[config.mk]
export PLATFORM = sky130hd
export DESIGN_NAME = bpt_exec
export DESIGN_NICKNAME = d
export VERILOG_FILES = /design/src/rtl/core/bpt_pkg.sv /design/src/rtl/core/bpt_exec.sv
export SDC_FILE = /design/constraint.sdc
export NUM_CORES = 1
export LEC_CHECK = 0
export ABC_AREA = 1
export BUFFER_PORTS_ARGS = -buffer_cell sky130_fd_sc_hd__buf_2
export CORE_MARGIN = 2
export CORE_UTILIZATION = 45
export DETAILED_ROUTE_END_ITERATION = 10
export PLACE_DENSITY = 0.7
export SETUP_SLACK_MARGIN = 0.3
export SLEW_MARGIN = 20
export SYNTH_ARGS = -nofsm -noshare
export SYNTH_HDL_FRONTEND = slang
export SYNTH_SLANG_ARGS = --single-unit
[constraint.sdc]
create_clock -name clk -period 3.5 [get_ports clk]
set_clock_uncertainty 0.05 [all_clocks]
set_input_delay 0.525 -clock clk [delete_from_list [all_inputs] [get_ports clk]]
set_output_delay 0.525 -clock clk [all_outputs]
set_load 0.05 [all_outputs]
[src/rtl/core/bpt_pkg.sv]
// ----------------------------------------------------------------------------
// Bidirectional permutation table package
// Shared transaction types, command and status codes, and constants.
// ----------------------------------------------------------------------------
package bpt_pkg;

  // Width of an index field in the first or second ordering.
  localparam int IDX_W = 11;

  // Translation result for an out-of-range or unmapped index.
  localparam logic signed [10:0] MAPPED_NONE = -11'sd1;

  typedef enum logic [1:0] {
    CMD_LOAD  = 2'd0,
    CMD_FWD   = 2'd1,
    CMD_BWD   = 2'd2,
    CMD_CLEAR = 2'd3
  } cmd_t;

  typedef enum logic [1:0] {
    ST_OK         = 2'd0,
    ST_RANGE      = 2'd1,
    ST_DUP_FIRST  = 2'd2,
    ST_DUP_SECOND = 2'd3
  } status_t;

  // One input transaction.
  typedef struct packed {
    cmd_t               command;
    logic [10:0]        first_index;
    logic [10:0]        second_index;
    logic signed [11:0] query_index;
    logic               batch_end;
  } in_item_t;

  // One result transaction.
  typedef struct packed {
    logic signed [10:0] mapped_value;
    status_t            status;
    logic               batch_end_out;
  } out_item_t;

  // A load pair that passed all checks and is written into both tables.
  typedef struct packed {
    logic        en;
    logic [10:0] first_index;
    logic [10:0] second_index;
  } load_commit_t;

endpackage

[src/rtl/core/bpt_exec.sv]
// ----------------------------------------------------------------------------
// Bidirectional permutation table execute stage
// Holds the accepted transaction, checks range and duplicates against the
// table words read for it, forwards the previous load, and registers the
// result.
// ----------------------------------------------------------------------------
module bpt_exec #(
  parameter int MAX_ENTRIES = 1024
) (
  input  logic                  clk,
  input  logic                  rst_n,
  input  logic                  accept,
  input  bpt_pkg::in_item_t     in_item,
  input  logic [10:0]           order_size,
  input  logic [((($clog2(MAX_ENTRIES) < 11) ? $clog2(MAX_ENTRIES) : 11)):0] fwd_rd,
  input  logic [((($clog2(MAX_ENTRIES) < 11) ? $clog2(MAX_ENTRIES) : 11)):0] bwd_rd,
  output bpt_pkg::load_commit_t commit,
  output logic                  clr_req,
  output logic                  out_strobe,
  output bpt_pkg::out_item_t    out_item
);

  localparam int AW = $clog2(MAX_ENTRIES);
  localparam int DW = (AW < 11) ? AW : 11;
  localparam int LW = ($clog2(MAX_ENTRIES + 1) > 11) ? $clog2(MAX_ENTRIES + 1) : 11;
  localparam logic [LW-1:0] MAX_LIM = LW'(MAX_ENTRIES);

  logic                  in_vld_r;
  bpt_pkg::in_item_t     in_r;
  bpt_pkg::load_commit_t last_r;
  logic                  out_strobe_r;
  bpt_pkg::out_item_t    out_r;

  logic [LW-1:0]         lim;
  logic                  first_oor;
  logic                  second_oor;
  logic                  query_oor;
  logic                  is_load;
  logic [10:0]           fwd_key;
  logic [10:0]           bwd_key;
  logic                  fwd_hit;
  logic                  bwd_hit;
  logic                  fwd_valid;
  logic                  bwd_valid;
  logic [10:0]           fwd_value;
  logic [10:0]           bwd_value;
  bpt_pkg::out_item_t    res;
  bpt_pkg::load_commit_t commit_nxt;

  // Input register.
  always_ff @(posedge clk) begin
    if (!rst_n) begin
      in_vld_r <= 1'b0;
    end else begin
      in_vld_r <= accept;
    end
  end

  always_ff @(posedge clk) begin
    if (accept) begin
      in_r <= in_item;
    end
  end

  // Active limit is the smaller of the register and the table depth.
  assign lim = (LW'(order_size) > MAX_LIM) ? MAX_LIM : LW'(order_size);

  assign first_oor  = LW'(in_r.first_index) >= lim;
  assign second_oor = LW'(in_r.second_index) >= lim;
  assign query_oor  = in_r.query_index[11] || (LW'(in_r.query_index[10:0]) >= lim);

  // The table words were read at the same keys when the transaction arrived.
  assign is_load = in_r.command == bpt_pkg::CMD_LOAD;
  assign fwd_key = is_load ? in_r.first_index : in_r.query_index[10:0];
  assign bwd_key = is_load ? in_r.second_index : in_r.query_index[10:0];

  // A load written at the edge of the read is not in the read word yet.
  assign fwd_hit   = last_r.en && (last_r.first_index == fwd_key);
  assign bwd_hit   = last_r.en && (last_r.second_index == bwd_key);
  assign fwd_valid = fwd_hit || fwd_rd[DW];
  assign bwd_valid = bwd_hit || bwd_rd[DW];
  assign fwd_value = fwd_hit ? last_r.second_index : 11'(fwd_rd[DW-1:0]);
  assign bwd_value = bwd_hit ? last_r.first_index : 11'(bwd_rd[DW-1:0]);

  // Command decode and result formation.
  always_comb begin
    res                       = '0;
    res.status                = bpt_pkg::ST_OK;
    res.batch_end_out         = in_r.batch_end;
    commit_nxt.en             = 1'b0;
    commit_nxt.first_index    = in_r.first_index;
    commit_nxt.second_index   = in_r.second_index;
    case (in_r.command)
      bpt_pkg::CMD_LOAD: begin
        if (first_oor || second_oor) begin
          res.status = bpt_pkg::ST_RANGE;
        end else if (fwd_valid) begin
          res.status = bpt_pkg::ST_DUP_FIRST;
        end else if (bwd_valid) begin
          res.status = bpt_pkg::ST_DUP_SECOND;
        end else begin
          commit_nxt.en = in_vld_r;
        end
      end
      bpt_pkg::CMD_FWD: begin
        if (query_oor) begin
          res.mapped_value = bpt_pkg::MAPPED_NONE;
          res.status       = bpt_pkg::ST_RANGE;
        end else begin
          res.mapped_value = fwd_valid ? $signed(fwd_value) : bpt_pkg::MAPPED_NONE;
        end
      end
      bpt_pkg::CMD_BWD: begin
        if (query_oor) begin
          res.mapped_value = bpt_pkg::MAPPED_NONE;
          res.status       = bpt_pkg::ST_RANGE;
        end else begin
          res.mapped_value = bwd_valid ? $signed(bwd_value) : bpt_pkg::MAPPED_NONE;
        end
      end
      default: begin
      end
    endcase
  end

  // Previous load registered for forwarding.
  always_ff @(posedge clk) begin
    if (!rst_n) begin
      last_r.en <= 1'b0;
    end else begin
      last_r.en <= commit_nxt.en;
    end
    last_r.first_index  <= commit_nxt.first_index;
    last_r.second_index <= commit_nxt.second_index;
  end

  // Result register.
  always_ff @(posedge clk) begin
    if (!rst_n) begin
      out_strobe_r <= 1'b0;
    end else begin
      out_strobe_r <= in_vld_r;
    end
  end

  always_ff @(posedge clk) begin
    out_r <= res;
  end

  assign commit     = commit_nxt;
  assign clr_req    = in_vld_r && (in_r.command == bpt_pkg::CMD_CLEAR);
  assign out_strobe = out_strobe_r;
  assign out_item   = out_r;

endmodule

After elaboration in Yosys (flattened, before gate mapping)

Index checks and enable logic that the tools add are counted.

Bits in registers: 76
Input bits: 73
Output and inout bits: 39
Logic and storage cells: 50

$lt $le $gt $ge: 4
Eq/ne operators: 5
Muxes and demuxes: 19
Reduce and logical (&&, ||, !) cells: 9

Operators by type and width:

| kind                   | number |
|---|---|
| $mux W11               | 9 |
| $ge A11 B11 Y1         | 3 |
| $eq A11 B11 Y1         | 2 |
| $pmux W11 S2           | 1 |
| $gt A11 B11 Y1 const B | 1 |
| $mux W2                | 3 |
| $mux W1                | 5 |
| $eq A2 B2 Y1 const B   | 2 |
| $logic_or A1 B1 Y1     | 4 |
| $pmux W2 S2            | 1 |
| $logic_and A1 B1 Y1    | 3 |
| $eq A2 B1 Y1 const B   | 1 |
| $logic_not A2 Y1       | 1 |
| $reduce_or A2 Y1       | 1 |

Longest topological paths before layout

Depth in word-level cells: 9
Depth in mapped cells: 18

Worst setup path before layout

No wires, ideal clock.

Path type: input -> output
Start: input port order_size[4]
End: output port commit[22] (netlist name)
Arrival time: 3.097 ns
Path slack: -0.172 ns
Stages on the path: 13
Path buffers: 0
Cells stage by stage: or4_1 nor3_1 a21oi_1 inv_1 nand2_1 ha_1 a21oi_1 nor2_1 a211oi_1 nand4_1 nor2_1 inv_1 nor2_1

RTL lines:

| item               | line           | text |
|---|---|---|
| start: declaration | bpt_exec.sv:14 | `input logic [10:0] order_size,` |
| end: declaration   | bpt_exec.sv:17 | `output bpt_pkg::load_commit_t commit,` |

==> Flow_metrics.wiki <==
{| class="wikitable"
! Metric !! Value
|-
| Worst reg2reg path startpoint || in_r[35]
|-
| VDD IR max || 225.0 uV
|-
| Avg Cell Area, Syn || 8.048 um^2
|-
| Worst EP arrival || 2.91 ns
|-
| Req. time, crit path || 2.92 ns
|-
| Final std cells w/o fill || 787
|-
| Leakage power total || 2.666 nW
|-
| Count of placed standard cells including taps || 765
|-
| Total I/O pin count || 112
|-
| Core Area || 9328 um^2
|-
| TritonCTS clock tree || done
|-
| Root cell of the clock tree || clkbuf_8
|-
| Setup WS post-layout || 0.01560 ns
|-
| Slowest-stage cell, CP || or4_4
|-
| Reg2Reg Setup Slack || 1.13 ns
|-
| Number of nets with antenna violations after detailed routing || 0
|-
| Count of clock tree sinks || 76
|-
| Delay contributed by the slowest stage of the critical path || 0.52 ns
|-
| Max transition margin || 46.12%
|-
| Final Critical Period || 3.484 ns
|-
| Synth Instances || 541
|-
| Maximum number of pins on one net before global-route repair || 39
|-
| Count of warnings emitted by yosys || 0
|-
| Count of final hold-check violations || 0
|-
| Starting DRC count in detailed routing || 194
|-
| Clock network fraction of design power || 25.0%
|-
| Worst hold path endpoint || in_r[35]
|-
| Type of the tightest min-delay check || in -> reg
|-
| DIE HEIGHT || 102.4 um
|-
| Max-slew violation total from the final report || 0
|-
| CTS Buf Count || 9
|-
| HPWL after detailed placement || 8960 um
|-
| Layout cells sized above 1 || 32.67%
|-
| Syn Std Cell Area || 4354 um^2
|-
| Maximum fanout count along the critical path || 4
|-
| Source of the worst hold timing path || in_item[35]
|-
| Transition time at the pin with the least slew margin || 0.8082 ns
|-
| Starting Density || 46.68%
|-
| Layout overhead on the synthesized area || 26.32%
|-
| Critical R2R Capture || out_item[3]
|-
| Critical path class || in -> out
|-
| Seq cells post-synth || 76
|-
| Hold-fix buffer count after cts || 0
|-
| Ratio of final minimum period to clock period || 99.55%
|-
| Placement-stage worst setup slack || -0.1152 ns
|-
| Number of detailed-route iterations in the first pass || 5
|-
| Average wire per standard cell || 14.50 um
|-
| Weighted congestion reported at the end of routability-driven placement || 0.8856
|-
| Number of antenna violations at the first check in global routing || 0
|-
| Type of origin of the critical path || input port
|-
| Cell Area, Placed || 5020 um^2
|-
| Power Internal || 1.509 mW
|-
| Endpoint type of the worst setup path || primary output
|-
| Upper clock frequency limit || 287.0 MHz
|-
| Cells taking the most area after synthesis || edfxtp_1 26%, dfxtp_1 18%, nand2_1 15%
|-
| DRT Wirelength || 11410 um
|-
| Instance count along the most critical hold path || 1
|-
| Outcome || completed
|-
| Sequential power share || 46.9%
|-
| Via count || 3904
|-
| Switching part of the total power || 34.73%
|-
| Detailed-route vias per instance || 4.961
|-
| Aggregate global routing overflow || 0
|-
| Clock input transition at the sequential cells of the worst setup and hold paths || 0.08 ns
|-
| Register cell area after layout || 1892 um^2
|-
| Count of unique library cells instantiated by Yosys || 29
|-
| Worst reg-to-reg path cell count || 15
|-
| # rows || 35
|-
| Via count of the first global-routing pass || 3869
|-
| Width of the chip || 102.4 um
|-
| Synthesized netlist net count || 652
|-
| Total die area || 10480 um^2
|-
| Area of combinational cells with multiple inputs || 2331 um^2
|-
| DRC viols || 0
|-
| Total inserted antenna cells || 0
|-
| Portion of the post-synthesis area used by sequential elements || 43.45%
|-
| Total global-route track usage || 22.86%
|-
| Critical-path cell list || buf_2 > or4_4 > nor3_2 > a21oi_2 > inv_2 > nand2_4 > ha_4 > a21oi_2 > nor2_1 > a211oi_2 > nand4_1 > nor2_2 > inv_2 > nor2_4 > buf_8
|-
| Clk Latency, worst-skew pair || 0.35 ns
|-
| Net count reported at finish || 764
|-
| H-tree depth || 3
|-
| Fin area || 5500 um^2
|-
| Number of port buffers || 111
|-
| Maximum number of buffers from clock root to sink || 2
|-
| Cell taking the most area after synthesis || edfxtp_1
|-
| Fraction of post-synthesis cell area in the top cell type by area || 25.52%
|-
| Final number of setup-violating endpoints || 0
|-
| Areal power density over the cells || 420.3 nW/um^2
|-
| Comb power frac || 28.1%
|-
| Number of max-cap violations || 0
|-
| Setup repair after global routing missed its margin || true
|-
| First-pass GRT wire length || 18120 um
|-
| Sw power || 0.8028 mW
|-
| Number of filler cells placed in the layout || 876
|}
## power by group through the flow
stage               Clock [mW]  Combinational (mW)  Sequential [mW]
floorplan                    0               0.371             1.15
global placement             0               0.580             1.10
detailed placement           0               0.590             1.10
CTS                      0.599               0.634             1.09
global route             0.633               0.716             1.09
finish                   0.578               0.649             1.08
## critical path, delay by kind of cell
family                     cells  cell delay [ns]
and+or+nand+nor                7             1.22
buffers and inverters          4             0.48
AOI/OAI and AO/OA              3             0.41
adders and majority gates      1             0.25
## worst max path at each step
stage                             start          to
after detailed placement  order_size[4]  commit[22]
after CTS                 order_size[4]  commit[22]
final                     order_size[4]  commit[22]
after global placement    order_size[4]  commit[22]
after global routing      order_size[4]  commit[22]
after floorplan           order_size[4]  commit[22]
## layer usage
layer / vias up / share of wire, % / GRT usage, %
li1: 1988 / - / -
met1: 1753 / 44 / 27.27
met2: 133 / 48 / 39.52
met3: 30 / 4.7 / 4.583
met4: 0 / 3.7 / 10.87
met5: - / 0 / 0
## cell usage in the layout (no fill, tap or decap), types with 2 or more instances in the layout
| cell type | n |
|---|---|
| nand4_1 | 8 |
| nand3b_1 | 5 |
| edfxtp_1 | 37 |
| a21oi_2 | 4 |
| ha_1 | 25 |
| clkbuf_8 | 9 |
| nor2_1 | 24 |
| ha_4 | 13 |
| o21ai_1 | 4 |
| xnor2_1 | 3 |
| dfxtp_1 | 39 |
| buf_4 | 24 |
| nor3_2 | 2 |
| nor2_2 | 4 |
| and3_1 | 3 |
| a21oi_1 | 23 |
| or2_2 | 20 |
| clkbuf_1 | 2 |
| nand2_1 | 164 |
| clkinv_2 | 2 |
| nand2_2 | 9 |
| inv_2 | 3 |
| nand3_1 | 64 |
| nand2_4 | 5 |
| buf_2 | 110 |
| inv_1 | 34 |
| buf_12 | 3 |
## registers in the layout (all words and copies together) (netlist names)
name	flops
out_item	14
commit	22
in_r	15
out_strobe	1
in_vld_r	1
last_r	23
## cells in the mapped netlist
master and number:
nand2_1 174, and3_1 3, nor2_1 27, inv_1 36, or2_2 20, a21o_1 1, edfxtp_1 37, or4_1 1
buf_6 1, a21oi_1 27, nand3_1 64, nand4_1 8, ha_1 38, o211ai_1 1, dfxtp_1 39, xnor2_1 3
nand2_2 4, nand3b_1 5, or3_1 1, buf_2 9, clkbuf_1 4, inv_2 1, nor2_2 2, buf_4 24
nor3b_1 1, a211oi_1 1, o21ai_0 5, o21a_1 1, nor3_1 3
## cell type report
cell class	instances	share of cell area [%]
Inverter	37	2.525
Clock inverter	5	0.5232
Tap cell	129	2.934
Multi-Input combinational cell	390	42.38
Timing Repair Buffer	139	14.85
Sequential cell	76	34.39
Clock buffer	11	2.389
## timing repair
| action | in CTS | in global routing |
|---|---|---|
| setup buffers | 5 | 1 |
| gates resized for setup | 35 | 10 |
| setup endpoints to repair | 1 | 12 |
| pin swaps | 12 | 1 |
## cell families after synthesis
kind of cell,after synthesis,synth area share (%)
xor+xnor,3,0.6036
flops,76,43.45
buf+inv,75,8.965
simple gates,313,31.70
compound gates,36,4.368
fa+ha+maj,38,10.92
## through the flow
step | setup TNS [ns] | total power, mW | utilization (%) | hold WS, ns
floorplan | 0 | 1.519 | - | 0.2733
global placement | -0.08359 | 1.678 | 53.82 | 0.2748
detailed placement | -0.1152 | 1.691 | 53.82 | 0.2887
CTS | 0 | 2.319 | 58.56 | 0.2785
global route | -0.1057 | 2.444 | 58.97 | 0.2684
finish | 0 | 2.312 | 58.97 | 0.2945
Note: power is estimated with default switching activity, not from simulation.
