<file path="src/rtl/core/bpt_sweep.sv">
// ----------------------------------------------------------------------------
// Bidirectional permutation table clearing sequencer
// Walks every table entry once to drop its valid mark, after reset and after
// each clear command.
// ----------------------------------------------------------------------------
module bpt_sweep #(
  parameter int MAX_ENTRIES = 1024
) (
  input  logic                           clk,
  input  logic                           rst_n,
  input  logic                           clr_req,
  output logic                           active,
  output logic [$clog2(MAX_ENTRIES)-1:0] addr
);

  localparam int AW = $clog2(MAX_ENTRIES);
  localparam logic [AW-1:0] LAST_ADDR = AW'(MAX_ENTRIES - 1);

  logic          active_r;
  logic [AW-1:0] cnt_r;

  // Start on reset or on request, stop after the last entry.
  always_ff @(posedge clk) begin
    if (!rst_n) begin
      active_r <= 1'b1;
      cnt_r    <= '0;
    end else if (clr_req) begin
      active_r <= 1'b1;
      cnt_r    <= '0;
    end else if (active_r) begin
      if (cnt_r == LAST_ADDR) begin
        active_r <= 1'b0;
      end
      cnt_r <= cnt_r + AW'(1);
    end
  end

  assign active = active_r;
  assign addr   = cnt_r;

endmodule

</file>
<file path="config.mk">
export PLATFORM = sky130hd
export DESIGN_NAME = bpt_sweep
export DESIGN_NICKNAME = d
export VERILOG_FILES = /design/src/rtl/core/bpt_sweep.sv
export SDC_FILE = /design/constraint.sdc
export NUM_CORES = 1
export LEC_CHECK = 0
export BUFFER_PORTS_ARGS = -buffer_cell sky130_fd_sc_hd__buf_2
export CAP_MARGIN = 40
export CELL_PAD_IN_SITES_DETAIL_PLACEMENT = 0
export CELL_PAD_IN_SITES_GLOBAL_PLACEMENT = 2
export CORE_AREA = 2 2 47 49
export CTS_BUF_LIST = sky130_fd_sc_hd__clkbuf_8
export CTS_CLUSTER_SIZE = 8
export DETAILED_ROUTE_END_ITERATION = 10
export DIE_AREA = 0 0 49 51
export GPL_TIMING_DRIVEN = 0
export PLACE_DENSITY = 0.74
export SLEW_MARGIN = 20
export SYNTH_ARGS = -nofsm -noshare
export SYNTH_HDL_FRONTEND = slang
export SYNTH_SLANG_ARGS = --single-unit
</file>
<file path="constraint.sdc">
create_clock -name clk -period 1.28 [get_ports clk]
set_input_delay 0.256 -clock clk [delete_from_list [all_inputs] [get_ports clk]]
set_output_delay 0.256 -clock clk [all_outputs]
set_load 0.02 [all_outputs]
</file>
Word level (Yosys, flattened, before mapping). Cells that the tools add are included.

$add $sub $neg: 1. Eq/ne operators: 1. Mux-type cells: 2. Bitwise logic cells: 1. Reduce and logical (&&, ||, !) cells: 1.

Operator list (count): $add 10x1->10 const B (1); $eq 10x10->1 const B (1); $mux 1 (2); $reduce_or 2->1 (1); $not 1->1 (1).

Bits in registers: 11. Output and inout bits: 11. Logic and storage cells: 8.

Longest topological paths before layout. Gate-level depths: netlist of the first run.

Word-level depth: 3. Gate-level depth with buffers: 4. Mapped depth without buffers: 4.

Worst setup path before layout of the first run. OpenSTA, ideal clock, no wires.

Path type: reg-to-reg. From: register cnt_r[0] (netlist: addr[0]). To: register cnt_r[8] (netlist: addr[8]). Library setup time: 0.071 ns. Arrival: 1.521 ns. Data required time: 1.209 ns. Path slack: -0.312 ns. Stages on the path, launching flop included: 5. Buffers on the path: 0. Period minus slack after synthesis: 1.592 ns. Path through: dfxtp_1 ha_1 nand3_1 or4b_1 a21oi_1.

Longest elaborated chain between the ends: 1.

RTL lines: from (decl) (RTL line 20) `logic [AW-1:0] cnt_r;`; from (signal assigned) (RTL line 34) `cnt_r <= cnt_r + AW'(1);`; $add 10x1->10 (RTL line 34).

Every way passes these cells. A chain may end at the register's enable or synchronous reset.

Final worst setup path of the first run. Ends and elaborated chain as after synthesis.

==> results of run 1 <==
-- power by group through the flow --
| stage | Clock [mW] | Sequential, mW | Combinational (mW) |
|---|---|---|---|
| after floorplan | 0 | 0.358 | 0.0125 |
| after global placement | 0 | 0.355 | 0.0252 |
| after detailed placement | 0 | 0.355 | 0.0252 |
| after CTS | 0.359 | 0.345 | 0.0289 |
| after global routing | 0.376 | 0.343 | 0.0328 |
| final | 0.341 | 0.343 | 0.0289 |
-- layer usage --
metal  vias to the layer above  global-route usage (%)  part of all wire [%]  routed length (µm)
met4                         0                    2.86                  0.75                   8
met1                       206                    10.1                    46                 491
met2                         8                    16.7                    48                 509
li1                        235                       -                     -                   -
met3                         2                    4.97                   5.0                  53
met5                         -                       0                     0                   0
-- final timing paths --
check / from / endpoint / cells after the start
hold reg to reg: addr[9] / addr[9] / 2
setup reg to reg: addr[0] / addr[8] / 4
hold / removal: rst_n / active / 3
setup / recovery: addr[0] / addr[8] / 4
-- layout by cell type, fill, tap and decap left out, drive strengths merged --
master  instances
buf            19
or4             1
dfxtp          11
xnor2           1
ha              1
nand2b          2
or3             3
o31ai           2
clkbuf          4
a21oi           5
nand4           4
nand2           3
nor2            5
o21ai           4
clkinv          1
or4b            1
nand3           3
mux2i           1
xor2            3
-- layout make-up --
cell class                 instances  area (µm²)
timing repair buffer              19         110
multi-input combinational         39         294
sequential                        11         244
clock inverter                     1        5.00
buffer                             1        3.75
tap                               28        35.0
fill                             225        1330
clock buffer                       3        41.3
-- worst register-to-register path, stage by stage (launching register included) --
cell	delay, ns
dfxtp_4	0.37
ha_4	0.15
nand3_4	0.07
or4b_1	0.46
a21oi_1	0.12
-- timing repair --
| item | 4_1_cts | 5_1_grt |
|---|---|---|
| gates cloned | 0 | 0 |
| setup endpoints to repair | 4 | 4 |
| resized for setup | 2 | 2 |
| pin swaps | 1 | 0 |
| setup buffers | 3 | 3 |
-- state kept, by name, summed over array words and instances, names as in the netlist --
register / count
addr: 10
active: 1
-- cells in the mapped netlist (all sizes together) --
cell / n
dfxtp: 11
a21oi: 5
nor2: 5
nand4: 4
o21ai: 4
nand2: 3
nand3: 3
or3: 3
xor2: 3
nand2b: 2
o31ai: 2
buf: 1
clkbuf: 1
ha: 1
mux2i: 1
or4: 1
or4b: 1
xnor2: 1
-- logic make-up (layout without fill, tap and decap cells) --
kind of cell,Yosys count,in the layout,synth area share (%)
buffers and inverters,2,24,1.79
AO/OA/AOI/OAI,11,11,12.3
flip-flops,11,11,45.0
adder cells (fa/ha/maj),1,1,2.56
XOR/XNOR,4,4,7.16
multiplexers,1,1,2.05
AND/OR/NAND/NOR,22,22,29.2
-- metrics by stage --
step	setup TNS (ns)	std cells
floorplan	0	52
global placement	-0.00135	93
detailed placement	-0.0328	93
CTS	0	99
global route	-0.0438	102
finish	0	102
==> summary.md, run 1 <==
| Metric | Value |
|---|---|
| Post-layout util | around 36% |
| Skew final | 0.00423 ns |
| IO Pins | 14 |
| Hold slack | just over 0.3 ns |
| Routed WL per cell | 10.4 µm |
| Post-synth top area cell | dfxtp_1 |
| WP buf/inv | 0 |
| Status | complete, no violations |
| Post-route DRC | 0 |
| Required time worst endpoint | roughly 1.4 ns |
| Total GRT Usage | under 10% |
| Via count | approximately 450 |
| VDD IR max | 0.852 mV |
| Die span in y | a little over 50 µm |
| First-pass DRT Iterations | 4 |
| H-tree depth | 1 |
| PortBufs | 13 |
| Post-route ant nets | 0 |
| Die Wd | 49 µm |
| Core area | about 2100 µm² |
| Pleak | 0.286 nW |
| Syn Area/Cell | about 9.4 µm² |
| Combinational share of power | under 10% |
| # nets final | just under 80 |
| R2R setup slack | around 0.027 ns |
| Final wirelength | approximately 1100 µm |
| Die area | ~2500 µm² |
| Global-route wire length before repair | approximately 1800 µm |
| Num CTS Buffers | 3 |
| Min cycle time layout | between 1 and 1.5 ns |
| Worst path top cell family by delay | simple AND/OR/NAND/NOR gates |
| CP Launch Type | flop |
| Max Transition Viols Final | 0 |
| Clk Latency, worst-skew pair | approximately 0.24 ns |
| Slew headroom | around 70% |
| Cell Pwr Density | 973 nW/µm² |
| CTS tree | done |
| Max clock buf depth | 2 |
| Ratio of cells with drive above 1 in the final layout | between 50% and 60% |
| Average via count per standard cell | around 4.4 |
| Largest net degree at the start of global routing | 11 |
| Seq/Total Area, Yosys | between 40% and 50% |
| Crit Path Max Fanout | 3 |
| CP endpoint kind | flop |
| Placement Rows | 17 |
| N_diodes | 0 |
| Syn Std Cell Area | slightly below 500 µm² |
| Tcrit/Tclk final | a little over nine tenths |
| Vias in the first global route | 419 |
| CTS root buf | clkbuf_8 |
| Psw | between 0.1 and 0.15 mW |
| # clock sinks | 11 |
| Initial DRC Count | 6 |
| Hold buffers post-CTS | 0 |
| Synth-to-layout area growth | 49.9% |
| RSZ-0062 raised after global routing | yes |
| Dpl cell area | ~630 µm² |
| Max stage delay cell, worst path | or4b_1 |
| Cell Chain, Critical Path | ha_4 -> nand3_4 -> or4b_1 -> a21oi_1 |
| Setup violations, final | 0 |
| Post-synth top area share | a little under half |
| FMAX | around 0.8 GHz |
| Post-synthesis cell type count | 21 |
| Max incr delay on CP | roughly 0.46 ns |
| Synth warn | 0 |
| Final worst setup slack | approximately 0.027 ns |
| Worst slew pin tran | 0.460 ns |
| Switch share | slightly above 20% |
| Max Cap Viol | 0 |
| Clk slew on worst S/H paths | around 0.050 ns |
| Crit path kind | reg -> reg |
| Final Hold Viols | 0 |
| Tot Pwr | 0.713 mW |
| DPL Wire Length | about 740 µm |
| Initial core utilization | around a quarter |
| Flops & latches, synth | 11 |
| Design Area, Final | roughly 730 µm² |
| Net count after synthesis | between 50 and 60 |
| Clock power share | a little under half |
| WP data arrival | around 1.4 ns |
| Ranking of synthesized cells by area | dfxtp_1, xor2_1, a21oi_1, nand4_4, o21ai_0 |
| Reg power frac | approximately 48% |
| Worst min-delay path category | in -> reg |
| Internal power component | 0.565 mW |
| Gr ovfl total | 0 |
| RD Place Congestion | 0.602 |
| Initial antenna violation count | 0 |
| Post-Place Setup Slack | -0.0166 ns |
| Syn Inst Count | 52 |
No activity file was read; power rests on OpenSTA's default activity.
==> run 2: changes to the inputs <==
- CTS_CLUSTER_DIAMETER: unset -> 50
- PLACE_DENSITY: 0.74 -> unset
- PLACE_DENSITY_LB_ADDON: unset -> 0.1
- clock period: 1.28 -> 1.6 ns (I/O delays scaled with it)
==> run 2 against run 1 <==
  * Register-to-register slack better by 0.10 ns
  * Combinational power is 30% lower
  * Hold slack better by 0.068 ns
  * Design area is 12% lower
  * Critical path depth stayed put
  * Largest cell class unchanged
  * Largest power group unchanged
==> summary.md, run 2 (synthesized netlist as in run 1, its figures left out) <==
| Metric | Value |
|---|---|
| Status | complete, no violations |
| Crit Path Max Fanout | 5 (+2) |
| R2R setup slack | 0.13 ns (+0.10 ns) |
| Initial DRC Count | 3 (-3) |
| Die span in y | 51 µm (unchanged) |
| Most frequent cells in the layout | buf_2, dfxtp_1, a21oi_1, nor2_1, o21ai_0 |
| Total GRT Usage | 9.97% (+0.40 points) |
| Gr ovfl total | 0 (unchanged) |
| Worst min-delay path category | in -> reg |
| Reg2reg path depth | 4 (unchanged) |
| Clk Latency, worst-skew pair | 0.23 ns (about the same) |
| Post-route ant nets | 0 (unchanged) |
| Skew final | 0.00216 ns (-0.00207 ns) |
| CTS root buf | clkbuf_8 |
| CP Launch Type | flop |
| Required time worst endpoint | 1.76 ns (+0.32 ns) |
| Ratio of cells with drive above 1 in the final layout | 33.3% (-18 points) |
| WP data arrival | 1.63 ns (+0.21 ns) |
| Core area | 2060 µm² (unchanged) |
| DPL Wire Length | 735 µm (-0.27%) |
| Setup violations, final | 0 (unchanged) |
| Cell Pwr Density | 887 nW/µm² (-8.8%) |
| Post-CTS Repair Setup Buffers | 0 (-3) |
| Initial core utilization | 23.7% (unchanged) |
| Global-route wire length before repair | 1860 µm (+2.3%) |
| Vias in the first global route | 371 (-11%) |
| Initial antenna violation count | 0 (unchanged) |
| Max Transition Viols Final | 0 (unchanged) |
| Total negative slack | 0 ns (unchanged) |
| Min cycle time layout | 1.47 ns (+0.218 ns) |
| Synth-to-layout area growth | 32.5% |
| Slew headroom | 67.5% (-1.9 points) |
| Die area | 2500 µm² (unchanged) |
| FF-to-FF End | addr[8] |
| Average via count per standard cell | 4.39 (-0.67%) |
| Pleak | 0.248 nW (-13%) |
| Max clock buf depth | 2 (unchanged) |
| Critical Path Start | addr[1] |
| # clock sinks | 11 (unchanged) |
| Worst r2r src | addr[1] |
| N_diodes | 0 (unchanged) |
| H-tree depth | 1 (unchanged) |
| # nets final | 74 (-6.3%) |
| VDD IR max | 0.498 mV (-42%) |
| Clk slew on worst S/H paths | 0.05 ns (about the same) |
| Routed WL per cell | 11.0 µm (+5.7%) |
| Die Wd | 49 µm (unchanged) |
| RSZ-0062 raised after global routing | no |
| Num CTS Buffers | 3 (unchanged) |
| Max FFs per register | 10 (unchanged) |
| Post-layout util | 31.4% (-4.1 points) |
| IO Pins | 14 (unchanged) |
| Final wirelength | 1070 µm (+0.57%) |
| Hold buffers post-CTS | 0 (unchanged) |
| CP endpoint | addr[8] |
| First-pass DRT Iterations | 4 (unchanged) |
| FMAX | 0.680 GHz (-15%) |
| Tot Pwr | 0.575 mW (-19%) |
| PortBufs | 13 (unchanged) |
| Most common cell after layout, fill and taps aside | buf_2 |
| Largest net degree at the start of global routing | 11 (unchanged) |
| Post-route DRC | 0 (unchanged) |
| CP endpoint kind | flop |
| Worst slew pin tran | 0.488 ns (+0.0279 ns) |
| Tcrit/Tclk final | 91.9% (-6.0 points) |
| Via count | 426 (-5.5%) |
| Max Cap Viol | 0 (unchanged) |
| Placement Rows | 17 (unchanged) |
| Fill count | 226 (+0.44%) |
| Crit path kind | reg -> reg |
| CTS tree | done |
| RD Place Congestion | 0.663 (+10%) |
| Final Hold Viols | 0 (unchanged) |
## run 2: cell types whose count changed in the layout (fill, tap and decap cells not counted), sizes merged
| cell | before | now |
|---|---|---|
| clkinv | 1 | 0 |
| inv | 0 | 1 |
| buf | 19 | 14 |
## run 2: repair_timing
action                                 4_1_cts  5_1_grt
resized for setup                            0        3
endpoints found under the hold margin        0        0
setup endpoints to repair                    0        1
## run 2: layer usage
metal	vias up	wire (µm)	GRT usage, %
li1	225	-	-
met1	190	518	13.4
met2	11	500	15.1
met3	0	48	2.63
met4	0	0	4.29
met5	-	0	0
## run 2: critical path: stages (launching register included)
cell,delay (ns)
dfxtp_1,0.44
ha_4,0.19
nand3_1,0.11
or4b_1,0.52
a21oi_1,0.15
## run 2: where the power goes
group	total [mW]	switching, mW	internal (mW)
clock	0.272	0.104	0.168
combinational	0.0203	0.0114	0.00892
sequential	0.282	0.00499	0.277
## run 2: final cells by class
| type | instances | area [µm²] | area share, % |
|---|---|---|---|
| clock inverter | 1 | 3.75 | 0.579 |
| tap | 28 | 35.0 | 5.41 |
| sequential | 11 | 221 | 34.2 |
| timing repair buffer | 13 | 65.1 | 10.0 |
| clock buffer | 3 | 41.3 | 6.37 |
| buffer | 2 | 8.76 | 1.35 |
| multi-input combinational | 39 | 273 | 42.1 |
## run 2: metrics by stage
step	hold slack [ns]	cell area, µm²	setup WS [ns]	std cells
after floorplan	0.493	489	0.00831	52
after global placement	0.486	589	0.0162	93
after detailed placement	0.492	589	0.0351	93
after CTS	0.369	634	0.00285	97
after global routing	0.409	648	0.0274	97
final	0.372	648	0.129	97
## run 2: worst min-delay path by stage
stage	slack [ns]	to	from	cells after the start
global placement	0.49	addr[9]	addr[9]	2
global route	0.41	active	rst_n	3
finish	0.37	active	rst_n	3
floorplan	0.49	active	rst_n	2
CTS	0.37	active	rst_n	3
detailed placement	0.49	addr[9]	addr[9]	2
==> run 3: changes to the inputs <==
- CORE_AREA: 2 2 47 49 -> 2 2 41 47
- DIE_AREA: 0 0 49 51 -> 0 0 43 49
==> run 3 against run 2 <==
  * Sequential share of layout area grew 1.2 points
  * Routed wire length shrank 3.7%
  * Largest power group unchanged
  * Highest routed layer unchanged
  * Clock-buffer cell count is the same
==> summary.md, run 3 (synthesized netlist as in run 1, its figures left out) <==
| Metric | Value |
|---|---|
| WHS Endpoint | active |
| Gr ovfl total | 0 (unchanged) |
| Hold buffers post-CTS | 0 (unchanged) |
| Core area | 1680 µm² (-18%) |
| Design Area, Final | 626 µm² (-3.5%) |
| Fill count | 183 (-19%) |
| WHS Path Cells | 3 (unchanged) |
| Initial DRC Count | 2 (-1) |
| Via count | 417 (-2.1%) |
| Placement Rows | 16 (-1) |
| Final wirelength | 1030 µm (-3.7%) |
| Worst min-delay path category | in -> reg |
| RD Place Congestion | 0.626 (-5.5%) |
| Crit path kind | reg -> reg |
| PortBufs | 13 (unchanged) |
| Post-CTS resize count | 0 (unchanged) |
| R2R setup slack | 0.09 ns (-0.04 ns) |
| Die area | 2110 µm² (-16%) |
| Largest net degree at the start of global routing | 11 (unchanged) |
| IO Pins | 14 (unchanged) |
| Post-Place Setup Slack | 0.0651 ns (+0.0301 ns) |
| Global-route wire length before repair | 1700 µm (-8.2%) |
| CP Launch Type | flop |
| CTS root buf | clkbuf_8 |
| Initial core utilization | 29.1% (+5.4 points) |
| Die span in y | 49 µm (-3.9%) |
| Total negative slack | 0 ns (unchanged) |
| Total GRT Usage | 10.7% (+0.74 points) |
| Post-CTS Repair Setup Buffers | 0 (unchanged) |
| Die Wd | 43 µm (-12%) |
| Ratio of cells with drive above 1 in the final layout | 33.3% (unchanged) |
| Status | complete, no violations |
| Reg2reg path depth | 4 (unchanged) |
| Crit Path Max Fanout | 5 (unchanged) |
| Post-route ant nets | 0 (unchanged) |
| FF-to-FF End | addr[8] |
| Vias in the first global route | 360 (-3.0%) |
| VDD IR max | 0.605 mV (+22%) |
| FMAX | 0.661 GHz (-2.8%) |
| CP endpoint kind | flop |
| WP data arrival | 1.68 ns (+0.05 ns) |
| Average via count per standard cell | 4.79 (+9.1%) |
| Cell Pwr Density | 910 nW/µm² (+2.6%) |
| CTS tree | done |
| Dpl cell area | 577 µm² (-2.1%) |
| Setup violations, final | 0 (unchanged) |
| Max FFs per register | 10 (unchanged) |
| # clock sinks | 11 (unchanged) |
| # nets final | 74 (unchanged) |
| Min cycle time layout | 1.51 ns (+0.0423 ns) |
| Most common cell after layout, fill and taps aside | buf_2 |
| N_diodes | 0 (unchanged) |
| Pleak | 0.247 nW (-0.24%) |
| Tcrit/Tclk final | 94.6% (+2.6 points) |
| RSZ-0062 raised after global routing | no |
| H-tree depth | 1 (unchanged) |
| Max Cap Viol | 0 (unchanged) |
| Final worst setup slack | 0.0867 ns (-0.0423 ns) |
| Final Hold Viols | 0 (unchanged) |
| Slew headroom | 68.0% (+0.58 points) |
| Routed WL per cell | 11.8 µm (+7.3%) |
| Required time worst endpoint | 1.77 ns (about the same) |
| Clk slew on worst S/H paths | 0.05 ns (about the same) |
| First-pass DRT Iterations | 3 (-1) |
| Skew final | 0.00382 ns (+0.00166 ns) |
| Hold_sp | rst_n |
| Max clock buf depth | 2 (unchanged) |
| Clk Latency, worst-skew pair | 0.23 ns (about the same) |
| Max Transition Viols Final | 0 (unchanged) |
| Worst slew pin tran | 0.479 ns (-0.00872 ns) |
| Num CTS Buffers | 3 (unchanged) |
| Post-route DRC | 0 (unchanged) |
| Initial antenna violation count | 0 (unchanged) |
| Most frequent cells in the layout | buf_2, dfxtp_1, a21oi_1, nor2_1, o21ai_0 |
| Worst r2r src | addr[1] |
| DPL Wire Length | 715 µm (-2.7%) |
| Hold slack | 0.369 ns (-0.00262 ns) |
| Synth-to-layout area growth | 27.9% |
==> run 3: how the worst max path moves through the flow <==
stage / from / to / slack, ns / cells after the start
6_report: addr[1] / addr[8] / 0.09 / 4
3_5_place_dp: addr[0] / addr[8] / 0.07 / 4
2_1_floorplan: addr[0] / addr[8] / 0.008 / 4
5_1_grt: addr[1] / addr[8] / 0.02 / 4
4_1_cts: addr[0] / addr[8] / 0.03 / 4
3_3_place_gp: addr[0] / addr[8] / 0.04 / 4
==> run 3: metal layers <==
layer  track usage [%]  vias to the layer above  wire length, µm
li1                  -                      223                -
met1              14.6                      183              511
met2              14.4                       11              441
met3              5.93                        0               74
met4              3.03                        0                0
met5                 0                        -                0
==> run 3: metrics by stage <==
stage          total power, mW  utilization, %  std cells
3_3_place_gp             0.306            34.3         83
2_1_floorplan            0.298               -         52
3_5_place_dp             0.306            34.3         83
5_1_grt                  0.601            37.2         87
4_1_cts                  0.579            37.0         87
6_report                 0.569            37.2         87
==> run 3: worst max-delay path, cell delays in order (launching register included) <==
cell     delay, ns
dfxtp_1       0.41
ha_2          0.26
nand3_1       0.12
or4b_1        0.51
a21oi_1       0.14
==> run 3: area by class of cell <==
type	instances	area (µm²)	area share [%]
plain buffers	2	8.76	1.40
clock buffers	3	41.3	6.60
clock inverters	1	3.75	0.600
multi-input cells	39	263	42.0
flip-flops and latches	11	221	35.4
well taps	18	22.5	3.60
repair buffers	13	65.1	10.4
==> run 3: report_power, final <==
| part | leakage [nW] | switching (mW) | internal (mW) |
|---|---|---|---|
| clock network | 0.0269 | 0.100 | 0.168 |
| logic | 0.131 | 0.0115 | 0.00814 |
| registers | 0.0892 | 0.00398 | 0.277 |
